--- src/rtl/psp_pkg.sv ---
`timescale 1ns / 1ps

package psp_pkg;

  localparam int CMD_W  = 4;
  localparam int PID_W  = 3;
  localparam int SIG_W  = 5;
  localparam int STAT_W = 2;
  localparam int DATA_W = 32;

  localparam logic [SIG_W-1:0] KILL_SIG_RESET = 5'd9;

  typedef enum logic [CMD_W-1:0] {
    CMD_SPAWN      = 4'd0,
    CMD_EXIT       = 4'd1,
    CMD_WAIT       = 4'd2,
    CMD_KILL       = 4'd3,
    CMD_PAUSE      = 4'd4,
    CMD_SEM_LOCK   = 4'd5,
    CMD_SEM_UNLOCK = 4'd6,
    CMD_PIPE_WRITE = 4'd7,
    CMD_PIPE_READ  = 4'd8,
    CMD_WAKE_ALL   = 4'd9
  } cmd_t;

  typedef enum logic [STAT_W-1:0] {
    ST_DONE    = 2'd0,
    ST_BLOCKED = 2'd1,
    ST_NO_SLOT = 2'd2
  } status_t;

  typedef enum logic [2:0] {
    RS_FREE       = 3'd0,
    RS_READY      = 3'd1,
    RS_WAIT_PROC  = 3'd2,
    RS_BLOCKED    = 3'd3,
    RS_PAUSED     = 3'd4,
    RS_WAIT_READ  = 3'd5,
    RS_WAIT_WRITE = 3'd6
  } run_state_t;

  // One row of the process table.
  typedef struct packed {
    run_state_t       st;
    logic             aw_vld;
    logic [PID_W-1:0] aw_pid;
    logic [SIG_W-1:0] pend;
  } slot_entry_t;

  localparam slot_entry_t SLOT_RESET = '{st: RS_FREE, aw_vld: 1'b0, aw_pid: '0, pend: '0};

  typedef enum logic [1:0] {
    CS_IDLE,
    CS_PREP,
    CS_SWEEP,
    CS_RESULT
  } ctl_state_t;

endpackage

--- src/rtl/psp_ifs.sv ---
`timescale 1ns / 1ps

interface psp_in_if import psp_pkg::*; ();
  logic                     valid;
  logic                     ready;
  logic [CMD_W-1:0]         command;
  logic [PID_W-1:0]         caller_pid;
  logic [PID_W-1:0]         target_slot;
  logic [SIG_W-1:0]         signal_number;
  logic signed [DATA_W-1:0] pipe_data;

  modport source (output valid, command, caller_pid, target_slot, signal_number, pipe_data,
                  input ready);
  modport sink (input valid, command, caller_pid, target_slot, signal_number, pipe_data,
                output ready);
endinterface

interface psp_out_if import psp_pkg::*; ();
  logic                     valid;
  logic                     ready;
  logic [STAT_W-1:0]        status;
  logic signed [DATA_W-1:0] read_data;
  logic [PID_W-1:0]         new_pid;

  modport source (output valid, status, read_data, new_pid, input ready);
  modport sink (input valid, status, read_data, new_pid, output ready);
endinterface

--- src/rtl/psp_ram.sv ---
`timescale 1ns / 1ps

module psp_ram #(
  parameter int WIDTH = 32,
  parameter int DEPTH = 16,
  localparam int AW = (DEPTH > 1) ? $clog2(DEPTH) : 1
) (
  input  logic             clk,
  input  logic             wr_en,
  input  logic [AW-1:0]    wr_addr,
  input  logic [WIDTH-1:0] wr_data,
  input  logic             rd_en,
  input  logic [AW-1:0]    rd_addr,
  output logic [WIDTH-1:0] rd_data
);

  logic [WIDTH-1:0] mem_r [DEPTH];
  logic [WIDTH-1:0] q_r;

  always_ff @(posedge clk) begin
    if (wr_en) begin
      mem_r[wr_addr] <= wr_data;
    end
    if (rd_en) begin
      q_r <= mem_r[rd_addr];
    end
  end

  assign rd_data = q_r;

endmodule

--- src/rtl/psp_slot_table.sv ---
`timescale 1ns / 1ps

module psp_slot_table import psp_pkg::*; #(
  parameter int SLOTS = 8,
  localparam int AW = $clog2(SLOTS)
) (
  input  logic          clk,
  input  logic          rst_n,
  input  logic          rd_en,
  input  logic [AW-1:0] rd_addr,
  output slot_entry_t   rd_entry,
  input  logic          wr_en,
  input  logic [AW-1:0] wr_addr,
  input  slot_entry_t   wr_entry
);

  localparam int EW = $bits(slot_entry_t);

  logic [SLOTS-1:0] vld_r;
  logic             rd_vld_r;
  logic [EW-1:0]    ram_q;

  // A row never written since reset reads as a free slot.
  always_ff @(posedge clk) begin
    if (!rst_n) begin
      vld_r    <= '0;
      rd_vld_r <= 1'b0;
    end else begin
      if (wr_en) begin
        vld_r[wr_addr] <= 1'b1;
      end
      if (rd_en) begin
        rd_vld_r <= vld_r[rd_addr];
      end
    end
  end

  psp_ram #(.WIDTH(EW), .DEPTH(SLOTS)) u_ram (
    .clk     (clk),
    .wr_en   (wr_en),
    .wr_addr (wr_addr),
    .wr_data (wr_entry),
    .rd_en   (rd_en),
    .rd_addr (rd_addr),
    .rd_data (ram_q)
  );

  assign rd_entry = rd_vld_r ? slot_entry_t'(ram_q) : SLOT_RESET;

endmodule

--- src/rtl/psp_pipe.sv ---
`timescale 1ns / 1ps

module psp_pipe import psp_pkg::*; #(
  parameter int DEPTH = 16
) (
  input  logic              clk,
  input  logic              rst_n,
  input  logic              push,
  input  logic [DATA_W-1:0] wdata,
  input  logic              pop,
  output logic [DATA_W-1:0] rdata,
  output logic              full,
  output logic              empty
);

  localparam int PW = $clog2(DEPTH);
  localparam int FW = $clog2(DEPTH + 1);

  logic [PW-1:0] wr_ptr_r;
  logic [PW-1:0] rd_ptr_r;
  logic [FW-1:0] fill_r;

  assign full  = (fill_r == FW'(DEPTH));
  assign empty = (fill_r == '0);

  always_ff @(posedge clk) begin
    if (!rst_n) begin
      wr_ptr_r <= '0;
      rd_ptr_r <= '0;
      fill_r   <= '0;
    end else begin
      if (push) begin
        wr_ptr_r <= (wr_ptr_r == PW'(DEPTH - 1)) ? '0 : wr_ptr_r + 1'b1;
      end
      if (pop) begin
        rd_ptr_r <= (rd_ptr_r == PW'(DEPTH - 1)) ? '0 : rd_ptr_r + 1'b1;
      end
      if (push && !pop) begin
        fill_r <= fill_r + 1'b1;
      end else if (pop && !push) begin
        fill_r <= fill_r - 1'b1;
      end
    end
  end

  psp_ram #(.WIDTH(DATA_W), .DEPTH(DEPTH)) u_ram (
    .clk     (clk),
    .wr_en   (push),
    .wr_addr (wr_ptr_r),
    .wr_data (wdata),
    .rd_en   (pop),
    .rd_addr (rd_ptr_r),
    .rd_data (rdata)
  );

endmodule

--- src/rtl/process_sync_and_pipe_engine_core.sv ---
`timescale 1ns / 1ps

// Process synchronisation and pipe engine. Each request carries one command
// (spawn, exit, wait, kill, pause, semaphore lock and unlock, pipe write and
// read, wake all) and yields exactly one result. The process table lives in
// a small synchronous RAM and is swept once per request, one slot per cycle,
// through the single read port of the table. A request goes in order through
// reading the target slot and touching the pipe memory, starting the sweep,
// the sweep itself and handing the result over, which waits while the
// output register holds a result not yet taken. A finished result sits in
// the output register while the next request is accepted. After reset every
// slot is free with no clearing pass, because each table row has a valid
// flag; the pipe memory needs none as only written words are read. The kill
// signal number resets to 9; the user must write it on the cfg_ port only
// while the block is idle, and the block itself does not enforce this.

module process_sync_and_pipe_engine_core import psp_pkg::*; #(
  parameter int PROCESS_SLOTS = 8,
  parameter int PIPE_DEPTH    = 16
) (
  input  logic             clk,
  input  logic             rst_n,
  psp_in_if.sink           in_ch,
  psp_out_if.source        out_ch,
  input  logic             cfg_wr_en,
  input  logic [SIG_W-1:0] cfg_wr_data
);

  localparam int SIDX_W = $clog2(PROCESS_SLOTS);
  localparam logic [SIDX_W-1:0] LAST_SLOT = SIDX_W'(PROCESS_SLOTS - 1);

  ctl_state_t state_r, state_nxt;

  // Request held for the length of the sweep.
  cmd_t              cmd_r;
  logic [PID_W-1:0]  caller_r;
  logic [PID_W-1:0]  target_r;
  logic [SIG_W-1:0]  sig_r;
  logic              caller_ok_r;
  logic              target_ok_r;
  logic              kill_term_r;
  logic              pipe_ok_r;
  logic              pipe_blk_r;
  logic              sem_fail_r;
  logic              tgt_free_r;
  logic              found_r;
  logic [PID_W-1:0]  npid_r;
  logic [DATA_W-1:0] rdata_r;
  logic [SIDX_W-1:0] sw_idx_r;

  logic [SIG_W-1:0]  kill_sig_r;
  logic              sem_r;

  logic              out_valid_r;
  logic [STAT_W-1:0] out_status_r;
  logic [DATA_W-1:0] out_rdata_r;
  logic [PID_W-1:0]  out_npid_r;

  logic              in_rdy;
  logic              accept;
  logic              load_out;
  logic              last_slot;
  cmd_t              in_cmd;
  logic              in_caller_ok;
  logic              in_target_ok;

  logic              tbl_rd_en;
  logic [SIDX_W-1:0] tbl_rd_addr;
  logic              tbl_wr_en;
  slot_entry_t       cur_e;
  slot_entry_t       new_e;
  logic              hit;
  logic              is_caller;
  logic              is_target;
  logic              waits_caller;
  logic              waits_target;

  logic              pipe_push;
  logic              pipe_pop;
  logic              pipe_full;
  logic              pipe_empty;
  logic [DATA_W-1:0] pipe_q;

  status_t           res_status;

  assign in_cmd       = cmd_t'(in_ch.command);
  assign in_caller_ok = (int'(in_ch.caller_pid) < PROCESS_SLOTS);
  assign in_target_ok = (int'(in_ch.target_slot) < PROCESS_SLOTS);
  assign accept       = in_ch.valid && in_rdy;
  assign last_slot    = (sw_idx_r == LAST_SLOT);

  // The pipe is pushed or popped at the moment the request is taken, so the
  // word read is back from the memory by the following cycle.
  assign pipe_push = accept && (in_cmd == CMD_PIPE_WRITE) && in_caller_ok && !pipe_full;
  assign pipe_pop  = accept && (in_cmd == CMD_PIPE_READ) && in_caller_ok && !pipe_empty;

  // Next state.
  always_comb begin
    state_nxt = state_r;
    unique case (state_r)
      CS_IDLE: begin
        if (in_ch.valid) begin
          state_nxt = CS_PREP;
        end
      end
      CS_PREP: begin
        state_nxt = CS_SWEEP;
      end
      CS_SWEEP: begin
        if (last_slot) begin
          state_nxt = CS_RESULT;
        end
      end
      CS_RESULT: begin
        if (!out_valid_r || out_ch.ready) begin
          state_nxt = CS_IDLE;
        end
      end
      default: state_nxt = CS_IDLE;
    endcase
  end

  // Controller outputs: request ready, table port addressing and result hand-over.
  always_comb begin
    in_rdy      = 1'b0;
    tbl_rd_en   = 1'b0;
    tbl_rd_addr = '0;
    tbl_wr_en   = 1'b0;
    load_out    = 1'b0;
    unique case (state_r)
      CS_IDLE: begin
        in_rdy      = 1'b1;
        tbl_rd_en   = in_ch.valid;
        tbl_rd_addr = SIDX_W'(in_ch.target_slot);
      end
      CS_PREP: begin
        tbl_rd_en   = 1'b1;
        tbl_rd_addr = '0;
      end
      CS_SWEEP: begin
        tbl_wr_en   = 1'b1;
        tbl_rd_en   = !last_slot;
        tbl_rd_addr = sw_idx_r + 1'b1;
      end
      CS_RESULT: begin
        load_out = !out_valid_r || out_ch.ready;
      end
      default: ;
    endcase
  end

  // Row update during the sweep. The row being written was read in the cycle
  // before and the next read is always a different row, so no forwarding is
  // needed.
  always_comb begin
    new_e        = cur_e;
    hit          = 1'b0;
    is_caller    = caller_ok_r && (sw_idx_r == SIDX_W'(caller_r));
    is_target    = target_ok_r && (sw_idx_r == SIDX_W'(target_r));
    waits_caller = (cur_e.st == RS_WAIT_PROC) && cur_e.aw_vld && (cur_e.aw_pid == caller_r);
    waits_target = (cur_e.st == RS_WAIT_PROC) && cur_e.aw_vld && (cur_e.aw_pid == target_r);
    case (cmd_r)
      CMD_SPAWN: begin
        if (!found_r && (cur_e.st == RS_FREE)) begin
          new_e = '{st: RS_READY, aw_vld: 1'b0, aw_pid: '0, pend: '0};
          hit   = 1'b1;
        end
      end
      CMD_EXIT: begin
        if (is_caller) begin
          new_e.st = RS_FREE;
        end else if (caller_ok_r && waits_caller) begin
          new_e.st     = RS_READY;
          new_e.aw_vld = 1'b0;
        end
      end
      CMD_WAIT: begin
        if (is_caller && target_ok_r && !tgt_free_r) begin
          new_e.st     = RS_WAIT_PROC;
          new_e.aw_pid = target_r;
          new_e.aw_vld = 1'b1;
        end
      end
      CMD_KILL: begin
        if (target_ok_r && !tgt_free_r) begin
          if (kill_term_r) begin
            if (is_target) begin
              new_e.st = RS_FREE;
            end else if (waits_target) begin
              new_e.st     = RS_READY;
              new_e.aw_vld = 1'b0;
            end
          end else if (is_target) begin
            new_e.pend = sig_r;
            if (cur_e.st == RS_PAUSED) begin
              new_e.st = RS_READY;
            end
          end
        end
      end
      CMD_PAUSE: begin
        if (is_caller) begin
          new_e.st = RS_PAUSED;
        end
      end
      CMD_SEM_LOCK: begin
        if (is_caller && sem_fail_r) begin
          new_e.st = RS_BLOCKED;
        end
      end
      CMD_SEM_UNLOCK: begin
        if (!found_r && (cur_e.st == RS_BLOCKED)) begin
          new_e.st = RS_READY;
          hit      = 1'b1;
        end
      end
      CMD_PIPE_WRITE: begin
        if (pipe_ok_r) begin
          if (cur_e.st == RS_WAIT_READ) begin
            new_e.st = RS_READY;
          end
        end else if (is_caller) begin
          new_e.st = RS_WAIT_WRITE;
        end
      end
      CMD_PIPE_READ: begin
        if (pipe_ok_r) begin
          if (cur_e.st == RS_WAIT_WRITE) begin
            new_e.st = RS_READY;
          end
        end else if (is_caller) begin
          new_e.st = RS_WAIT_READ;
        end
      end
      CMD_WAKE_ALL: begin
        if (cur_e.st == RS_BLOCKED) begin
          new_e.st = RS_READY;
        end
      end
      default: ;
    endcase
  end

  // Result status.
  always_comb begin
    res_status = ST_DONE;
    case (cmd_r) inside
      CMD_SPAWN: begin
        if (!found_r) begin
          res_status = ST_NO_SLOT;
        end
      end
      CMD_SEM_LOCK: begin
        if (sem_fail_r) begin
          res_status = ST_BLOCKED;
        end
      end
      CMD_PIPE_WRITE, CMD_PIPE_READ: begin
        if (pipe_blk_r) begin
          res_status = ST_BLOCKED;
        end
      end
      default: ;
    endcase
  end

  always_ff @(posedge clk) begin
    if (!rst_n) begin
      state_r     <= CS_IDLE;
      kill_sig_r  <= KILL_SIG_RESET;
      sem_r       <= 1'b0;
      out_valid_r <= 1'b0;
      found_r     <= 1'b0;
    end else begin
      state_r <= state_nxt;
      if (cfg_wr_en) begin
        kill_sig_r <= cfg_wr_data;
      end
      if (accept) begin
        found_r <= 1'b0;
        if ((in_cmd == CMD_SEM_LOCK) && in_caller_ok) begin
          sem_r <= 1'b1;
        end
      end
      if ((state_r == CS_SWEEP) && hit) begin
        found_r <= 1'b1;
      end
      // Unlock with nobody blocked releases the semaphore.
      if (load_out && (cmd_r == CMD_SEM_UNLOCK) && !found_r) begin
        sem_r <= 1'b0;
      end
      if (load_out) begin
        out_valid_r <= 1'b1;
      end else if (out_ch.ready) begin
        out_valid_r <= 1'b0;
      end
    end
  end

  // Request and result payload.
  always_ff @(posedge clk) begin
    if (accept) begin
      cmd_r       <= in_cmd;
      caller_r    <= in_ch.caller_pid;
      target_r    <= in_ch.target_slot;
      sig_r       <= in_ch.signal_number;
      caller_ok_r <= in_caller_ok;
      target_ok_r <= in_target_ok;
      kill_term_r <= (in_ch.signal_number == kill_sig_r);
      pipe_ok_r   <= pipe_push || pipe_pop;
      pipe_blk_r  <= in_caller_ok && !(pipe_push || pipe_pop);
      sem_fail_r  <= (in_cmd == CMD_SEM_LOCK) && in_caller_ok && sem_r;
    end
    if (state_r == CS_PREP) begin
      tgt_free_r <= (cur_e.st == RS_FREE);
      rdata_r    <= ((cmd_r == CMD_PIPE_READ) && pipe_ok_r) ? pipe_q : '0;
      sw_idx_r   <= '0;
    end
    if (state_r == CS_SWEEP) begin
      sw_idx_r <= sw_idx_r + 1'b1;
      if (hit) begin
        npid_r <= PID_W'(sw_idx_r);
      end
    end
    if (load_out) begin
      out_status_r <= res_status;
      out_rdata_r  <= rdata_r;
      out_npid_r   <= ((cmd_r == CMD_SPAWN) && found_r) ? npid_r : '0;
    end
  end

  psp_slot_table #(.SLOTS(PROCESS_SLOTS)) u_slots (
    .clk      (clk),
    .rst_n    (rst_n),
    .rd_en    (tbl_rd_en),
    .rd_addr  (tbl_rd_addr),
    .rd_entry (cur_e),
    .wr_en    (tbl_wr_en),
    .wr_addr  (sw_idx_r),
    .wr_entry (new_e)
  );

  psp_pipe #(.DEPTH(PIPE_DEPTH)) u_pipe (
    .clk   (clk),
    .rst_n (rst_n),
    .push  (pipe_push),
    .wdata (in_ch.pipe_data),
    .pop   (pipe_pop),
    .rdata (pipe_q),
    .full  (pipe_full),
    .empty (pipe_empty)
  );

  assign in_ch.ready      = in_rdy;
  assign out_ch.valid     = out_valid_r;
  assign out_ch.status    = out_status_r;
  assign out_ch.read_data = out_rdata_r;
  assign out_ch.new_pid   = out_npid_r;

endmodule

--- src/flat_wrapper.sv ---
// flat-port wrapper written by rule: the top's interface ports become plain ports
module process_sync_and_pipe_engine_core_flat import psp_pkg::*;
#(
  parameter int PROCESS_SLOTS = 8,
  parameter int PIPE_DEPTH    = 16
)
  (clk, rst_n, cfg_wr_en, cfg_wr_data, in_ch_valid, in_ch_command, in_ch_caller_pid, in_ch_target_slot, in_ch_signal_number, in_ch_pipe_data, in_ch_ready, out_ch_valid, out_ch_status, out_ch_read_data, out_ch_new_pid, out_ch_ready);
  psp_in_if in_ch_i ();
  psp_out_if out_ch_i ();
  input  logic clk;
  input  logic rst_n;
  input  logic cfg_wr_en;
  input  logic [SIG_W-1:0] cfg_wr_data;
  input wire logic [$bits(in_ch_i.valid)-1:0] in_ch_valid;
  input wire logic [$bits(in_ch_i.command)-1:0] in_ch_command;
  input wire logic [$bits(in_ch_i.caller_pid)-1:0] in_ch_caller_pid;
  input wire logic [$bits(in_ch_i.target_slot)-1:0] in_ch_target_slot;
  input wire logic [$bits(in_ch_i.signal_number)-1:0] in_ch_signal_number;
  input wire logic [$bits(in_ch_i.pipe_data)-1:0] in_ch_pipe_data;
  output wire logic [$bits(in_ch_i.ready)-1:0] in_ch_ready;
  output wire logic [$bits(out_ch_i.valid)-1:0] out_ch_valid;
  output wire logic [$bits(out_ch_i.status)-1:0] out_ch_status;
  output wire logic [$bits(out_ch_i.read_data)-1:0] out_ch_read_data;
  output wire logic [$bits(out_ch_i.new_pid)-1:0] out_ch_new_pid;
  input wire logic [$bits(out_ch_i.ready)-1:0] out_ch_ready;
  assign in_ch_i.valid = in_ch_valid;
  assign in_ch_i.command = in_ch_command;
  assign in_ch_i.caller_pid = in_ch_caller_pid;
  assign in_ch_i.target_slot = in_ch_target_slot;
  assign in_ch_i.signal_number = in_ch_signal_number;
  assign in_ch_i.pipe_data = in_ch_pipe_data;
  assign in_ch_ready = in_ch_i.ready;
  assign out_ch_valid = out_ch_i.valid;
  assign out_ch_status = out_ch_i.status;
  assign out_ch_read_data = out_ch_i.read_data;
  assign out_ch_new_pid = out_ch_i.new_pid;
  assign out_ch_i.ready = out_ch_ready;
  process_sync_and_pipe_engine_core #(.PROCESS_SLOTS(PROCESS_SLOTS), .PIPE_DEPTH(PIPE_DEPTH)) u_core (.clk(clk), .rst_n(rst_n), .in_ch(in_ch_i), .out_ch(out_ch_i), .cfg_wr_en(cfg_wr_en), .cfg_wr_data(cfg_wr_data));
endmodule
--- config.mk ---
export PLATFORM = sky130hd
export DESIGN_NAME = process_sync_and_pipe_engine_core_flat
export DESIGN_NICKNAME = d
export VERILOG_FILES = /design/src/rtl/psp_pkg.sv /design/src/rtl/psp_ifs.sv /design/src/rtl/psp_ram.sv /design/src/rtl/psp_slot_table.sv /design/src/rtl/psp_pipe.sv /design/src/rtl/process_sync_and_pipe_engine_core.sv /design/src/flat_wrapper.sv
export SDC_FILE = /design/constraint.sdc
export NUM_CORES = 1
export LEC_CHECK = 0
export BUFFER_PORTS_ARGS = -buffer_cell sky130_fd_sc_hd__buf_4
export CAP_MARGIN = 5
export CORE_UTILIZATION = 52
export DETAILED_ROUTE_END_ITERATION = 10
export PLACE_DENSITY = 0.69
export SLEW_MARGIN = 20
export SYNTH_ARGS = -nofsm -noshare
export SYNTH_HDL_FRONTEND = slang
export SYNTH_SLANG_ARGS = --single-unit
--- constraint.sdc ---
create_clock -name clk -period 5.35 [get_ports clk]
set_input_delay 0.2675 -clock clk [delete_from_list [all_inputs] [get_ports clk]]
set_output_delay 0.2675 -clock clk [all_outputs]
set_load 0.03 [all_outputs]
==> reports/results.tsv <==
metric	value	unit
outcome	complete, no violations	
asr flop ratio synth	0	
final worst slack	2.111	ns
Seq/Total Area, Yosys	0.7664	
Die Area	55060	um^2
Post-DP HPWL	33.85	mm
IO Pins	96	
CTS max path bufs	3	
vias in the first global route	13895	
htree depth	3	
RSZ-0062 raised after global routing	false	
# resized after CTS	0	
Least-Margin Pin Slew	1.052	ns
Net Count, Synth	1415	
Sw Ratio	0.2313	
DRC Markers	0	
pin count of the biggest net entering global routing	57	
core box area	52970	um^2
GPL Wtd Cong	0.8117	
CP Class	reg -> reg	
Startpoint Class	register	
die width	234.7	um
area leader, netlist	edfxtp_1	
Antenna Nets Post-Route	0	
gr ovfl total	0	
initial antenna violation count	1	
Starting Density	0.5314	
clock root buffer	clkbuf_16	
area grow syn2layout	16.27	%
Req. time, crit path	5.85	ns
Reg clk slew, reported paths	0.06	ns
# rows	84	
CTS sink count	729	
Post-synth EDFFs	697	
mean post-synth cell area	21.01	um^2
Max Cap Viol	0	
worst path bufs/invs	2	
dpl ws	2.039	ns
CP max stage cell	a211oi_2	
WP data arrival	3.74	ns
Sw Pwr	2.946	mW
Mapped Area	28150	um^2
Seq. cell area	21580	um^2
Layout Cells excl Fill	2267	
Wirelength per Cell	24.93	um
min Tclk post-route	3.239	ns
clock power share	0.377	
# diodes	0	
Total Nets Final	1600	
WHS	0.02501	ns
#FFs+latches synth	729	
fin crit share	0.6054	
Max Fclk	308.8	MHz
most numerous cell in the Yosys netlist	edfxtp_1	
Comb pwr share	0.087	
static leakage	10.45	nW
slowest stage delay, CP	0.57	ns
multi-input logic area	6309	um^2
final setup fails	0	
Yosys top cell area share	0.7436	
CP delay by family, top	adder cells	
crit-path max FO	9	
Die Y	234.7	um
share of cells above drive strength 1	0.2749	
sequential share of power	0.536	
global-route wire length before repair	86.44	mm
Final TNS setup	0	ns
synthesized instance count	1340	
prevailing post-synth register cell	edfxtp_1	
Vias/cell	5.970	
critical path cell sequence	inv_1 > ha_1 > nand3_1 > a211oi_2 > ha_1 > inv_1 > fa_1 > a21o_1 > a21oi_1 > xnor2_1 > nand2_1 > xnor2_1 > and2_1	
setup bufs post-CTS	0	
Final Max Tran Viols	0	
slew margin rel.	0.2988	
clk_lat worst skew	0.61	ns
TritonCTS clock tree	built	
1st-iter DRT viols	1265	
Num CTS Buffers	74	
Clock Skews	0.01503	ns
port bufs	95	
First-pass DRT Iterations	6	
Cell Pwr Density	389.1	nW/um^2
Yosys Warn Count	0	
final WL	56.52	mm
Placed Cells	2083	
Hold Crit Class	in -> reg	
worst vdd ir	0.0002763	V
fillcell total	3644	
cell-internal power	9.789	mW
top post-synthesis cells by area	edfxtp_1, mux4_2, dfxtp_1	
final-report hold violation count	0	
Post-synth top cells	edfxtp_1, mux4_2, nor2_1	
total number of vias	13535	
Total Routing Usage GR	0.2106	
Distinct cells, synth	63	
crit end category	register	
placed cells by master (no fill, tap or decap), drive strengths merged, types with 5 or more instances in the layout:
cell | Yosys | final
o21ai | 18 | 18
ha | 17 | 17
inv | 14 | 19
nand3 | 9 | 9
xnor2 | 18 | 18
buf | 32 | 124
mux2i | 11 | 11
dlygate4sd3 | 0 | 51
a21oi | 19 | 19
clkinv | 1 | 22
and3 | 37 | 37
mux4 | 174 | 174
nor2 | 56 | 56
dfxtp | 32 | 32
mux2 | 8 | 8
clkbuf | 34 | 100
a211oi | 5 | 5
and2 | 7 | 7
nand2 | 45 | 45
edfxtp | 697 | 697
nor3 | 17 | 17
nor2b | 11 | 11
nand2b | 12 | 12
power by group through the flow:
stage	registers [mW]	clock network, mW	logic (mW)
finish	6.83	4.81	1.10
detailed placement	6.94	0	1.07
floorplan	6.90	0	0.700
CTS	6.82	4.90	1.11
global route	6.85	5.12	1.19
global placement	6.93	0	1.04
path summary, 6_finish.rpt:
| path | from | end | slack, ns | cells after the start |
|---|---|---|---|---|
| max | u_core.state_r[0] | u_core.u_pipe.fill_r[4] | 2.11 | 13 |
| min | rst_n | u_core.sem_r | 0.03 | 2 |
| max reg2reg | u_core.state_r[0] | u_core.u_pipe.fill_r[4] | 2.11 | 13 |
| min reg2reg | u_core.rdata_r[0] | u_core.out_ch.read_data[0] | 0.41 | 0 |
worst register-to-register path, delay by kind of cell, from the launching register on:
| family | cells | cell delay, ns |
|---|---|---|
| XOR/XNOR | 2 | 0.27 |
| AO/OA/AOI/OAI | 3 | 0.93 |
| buffers and inverters | 2 | 0.24 |
| flip-flops | 1 | 0.33 |
| AND/OR/NAND/NOR | 3 | 0.36 |
| adder cells (fa/ha/maj) | 3 | 1.02 |
final cells by class:
cell class,instances,area share
Inverter,15,0.001720
Clock inverter,30,0.007073
Timing Repair Buffer,175,0.05115
Clock buffer,100,0.06148
Tap cell,688,0.02630
Multi-Input combinational cell,530,0.1928
Sequential cell,729,0.6595
metrics by stage:
stage / utilization / instance area (um^2) / power [mW]
floorplan: - / 28150 / 7.604
global placement: 0.5604 / 29680 / 7.969
detailed placement: 0.5643 / 29890 / 8.013
CTS: 0.6163 / 32650 / 12.83
global route: 0.6178 / 32730 / 13.17
finish: 0.6178 / 32730 / 12.74
state kept, by name (all words and copies together) (netlist names), 3 cells and up:
| signal | cells |
|---|---|
| u_core.out_ch.read_data | 32 |
| u_core.caller_r | 3 |
| u_core.npid_r | 3 |
| u_core.kill_sig_r | 5 |
| u_core.u_slots.u_ram.mem_r | 56 |
| u_core.out_ch.new_pid | 3 |
| u_core.u_pipe.fill_r | 5 |
| u_core.u_pipe.u_ram.rd_data | 32 |
| u_core.target_r | 3 |
| u_core.u_slots.u_ram.rd_data | 7 |
| u_core.rdata_r | 32 |
| u_core.u_slots.vld_r | 8 |
| u_core.u_pipe.u_ram.mem_r | 512 |
| u_core.u_pipe.wr_ptr_r | 4 |
| u_core.sw_idx_r | 3 |
| u_core.cmd_r | 4 |
| u_core.u_pipe.rd_ptr_r | 4 |
routing by layer:
layer	vias to the layer above	global-route usage	wire [um]
li1	5883	-	-
met1	7114	0.2995	24310
met2	461	0.3401	28120
met3	75	0.03513	3202
met4	2	0.06041	878
met5	-	0	13
timing repair:
action / 4_1_cts / 5_1_grt
setup endpoints to repair: 0 / 0
hold buffers: 51 / 0
hold endpoints to repair: 523 / 0
kinds of logic (layout without fill, tap and decap cells):
logic type                 after synthesis  in the layout  synth area share
buffers and inverters                   81            320           0.01431
DFF                                    729            729            0.7664
xor gates and xnor gates                22             22          0.006845
AOI/OAI and AO/OA                       83             83           0.01952
and+or+nand+nor                        214            214           0.03836
adders and majority gates               18             18          0.008268
muxes                                  193            193            0.1463
No activity file was read; power rests on OpenSTA's default activity.
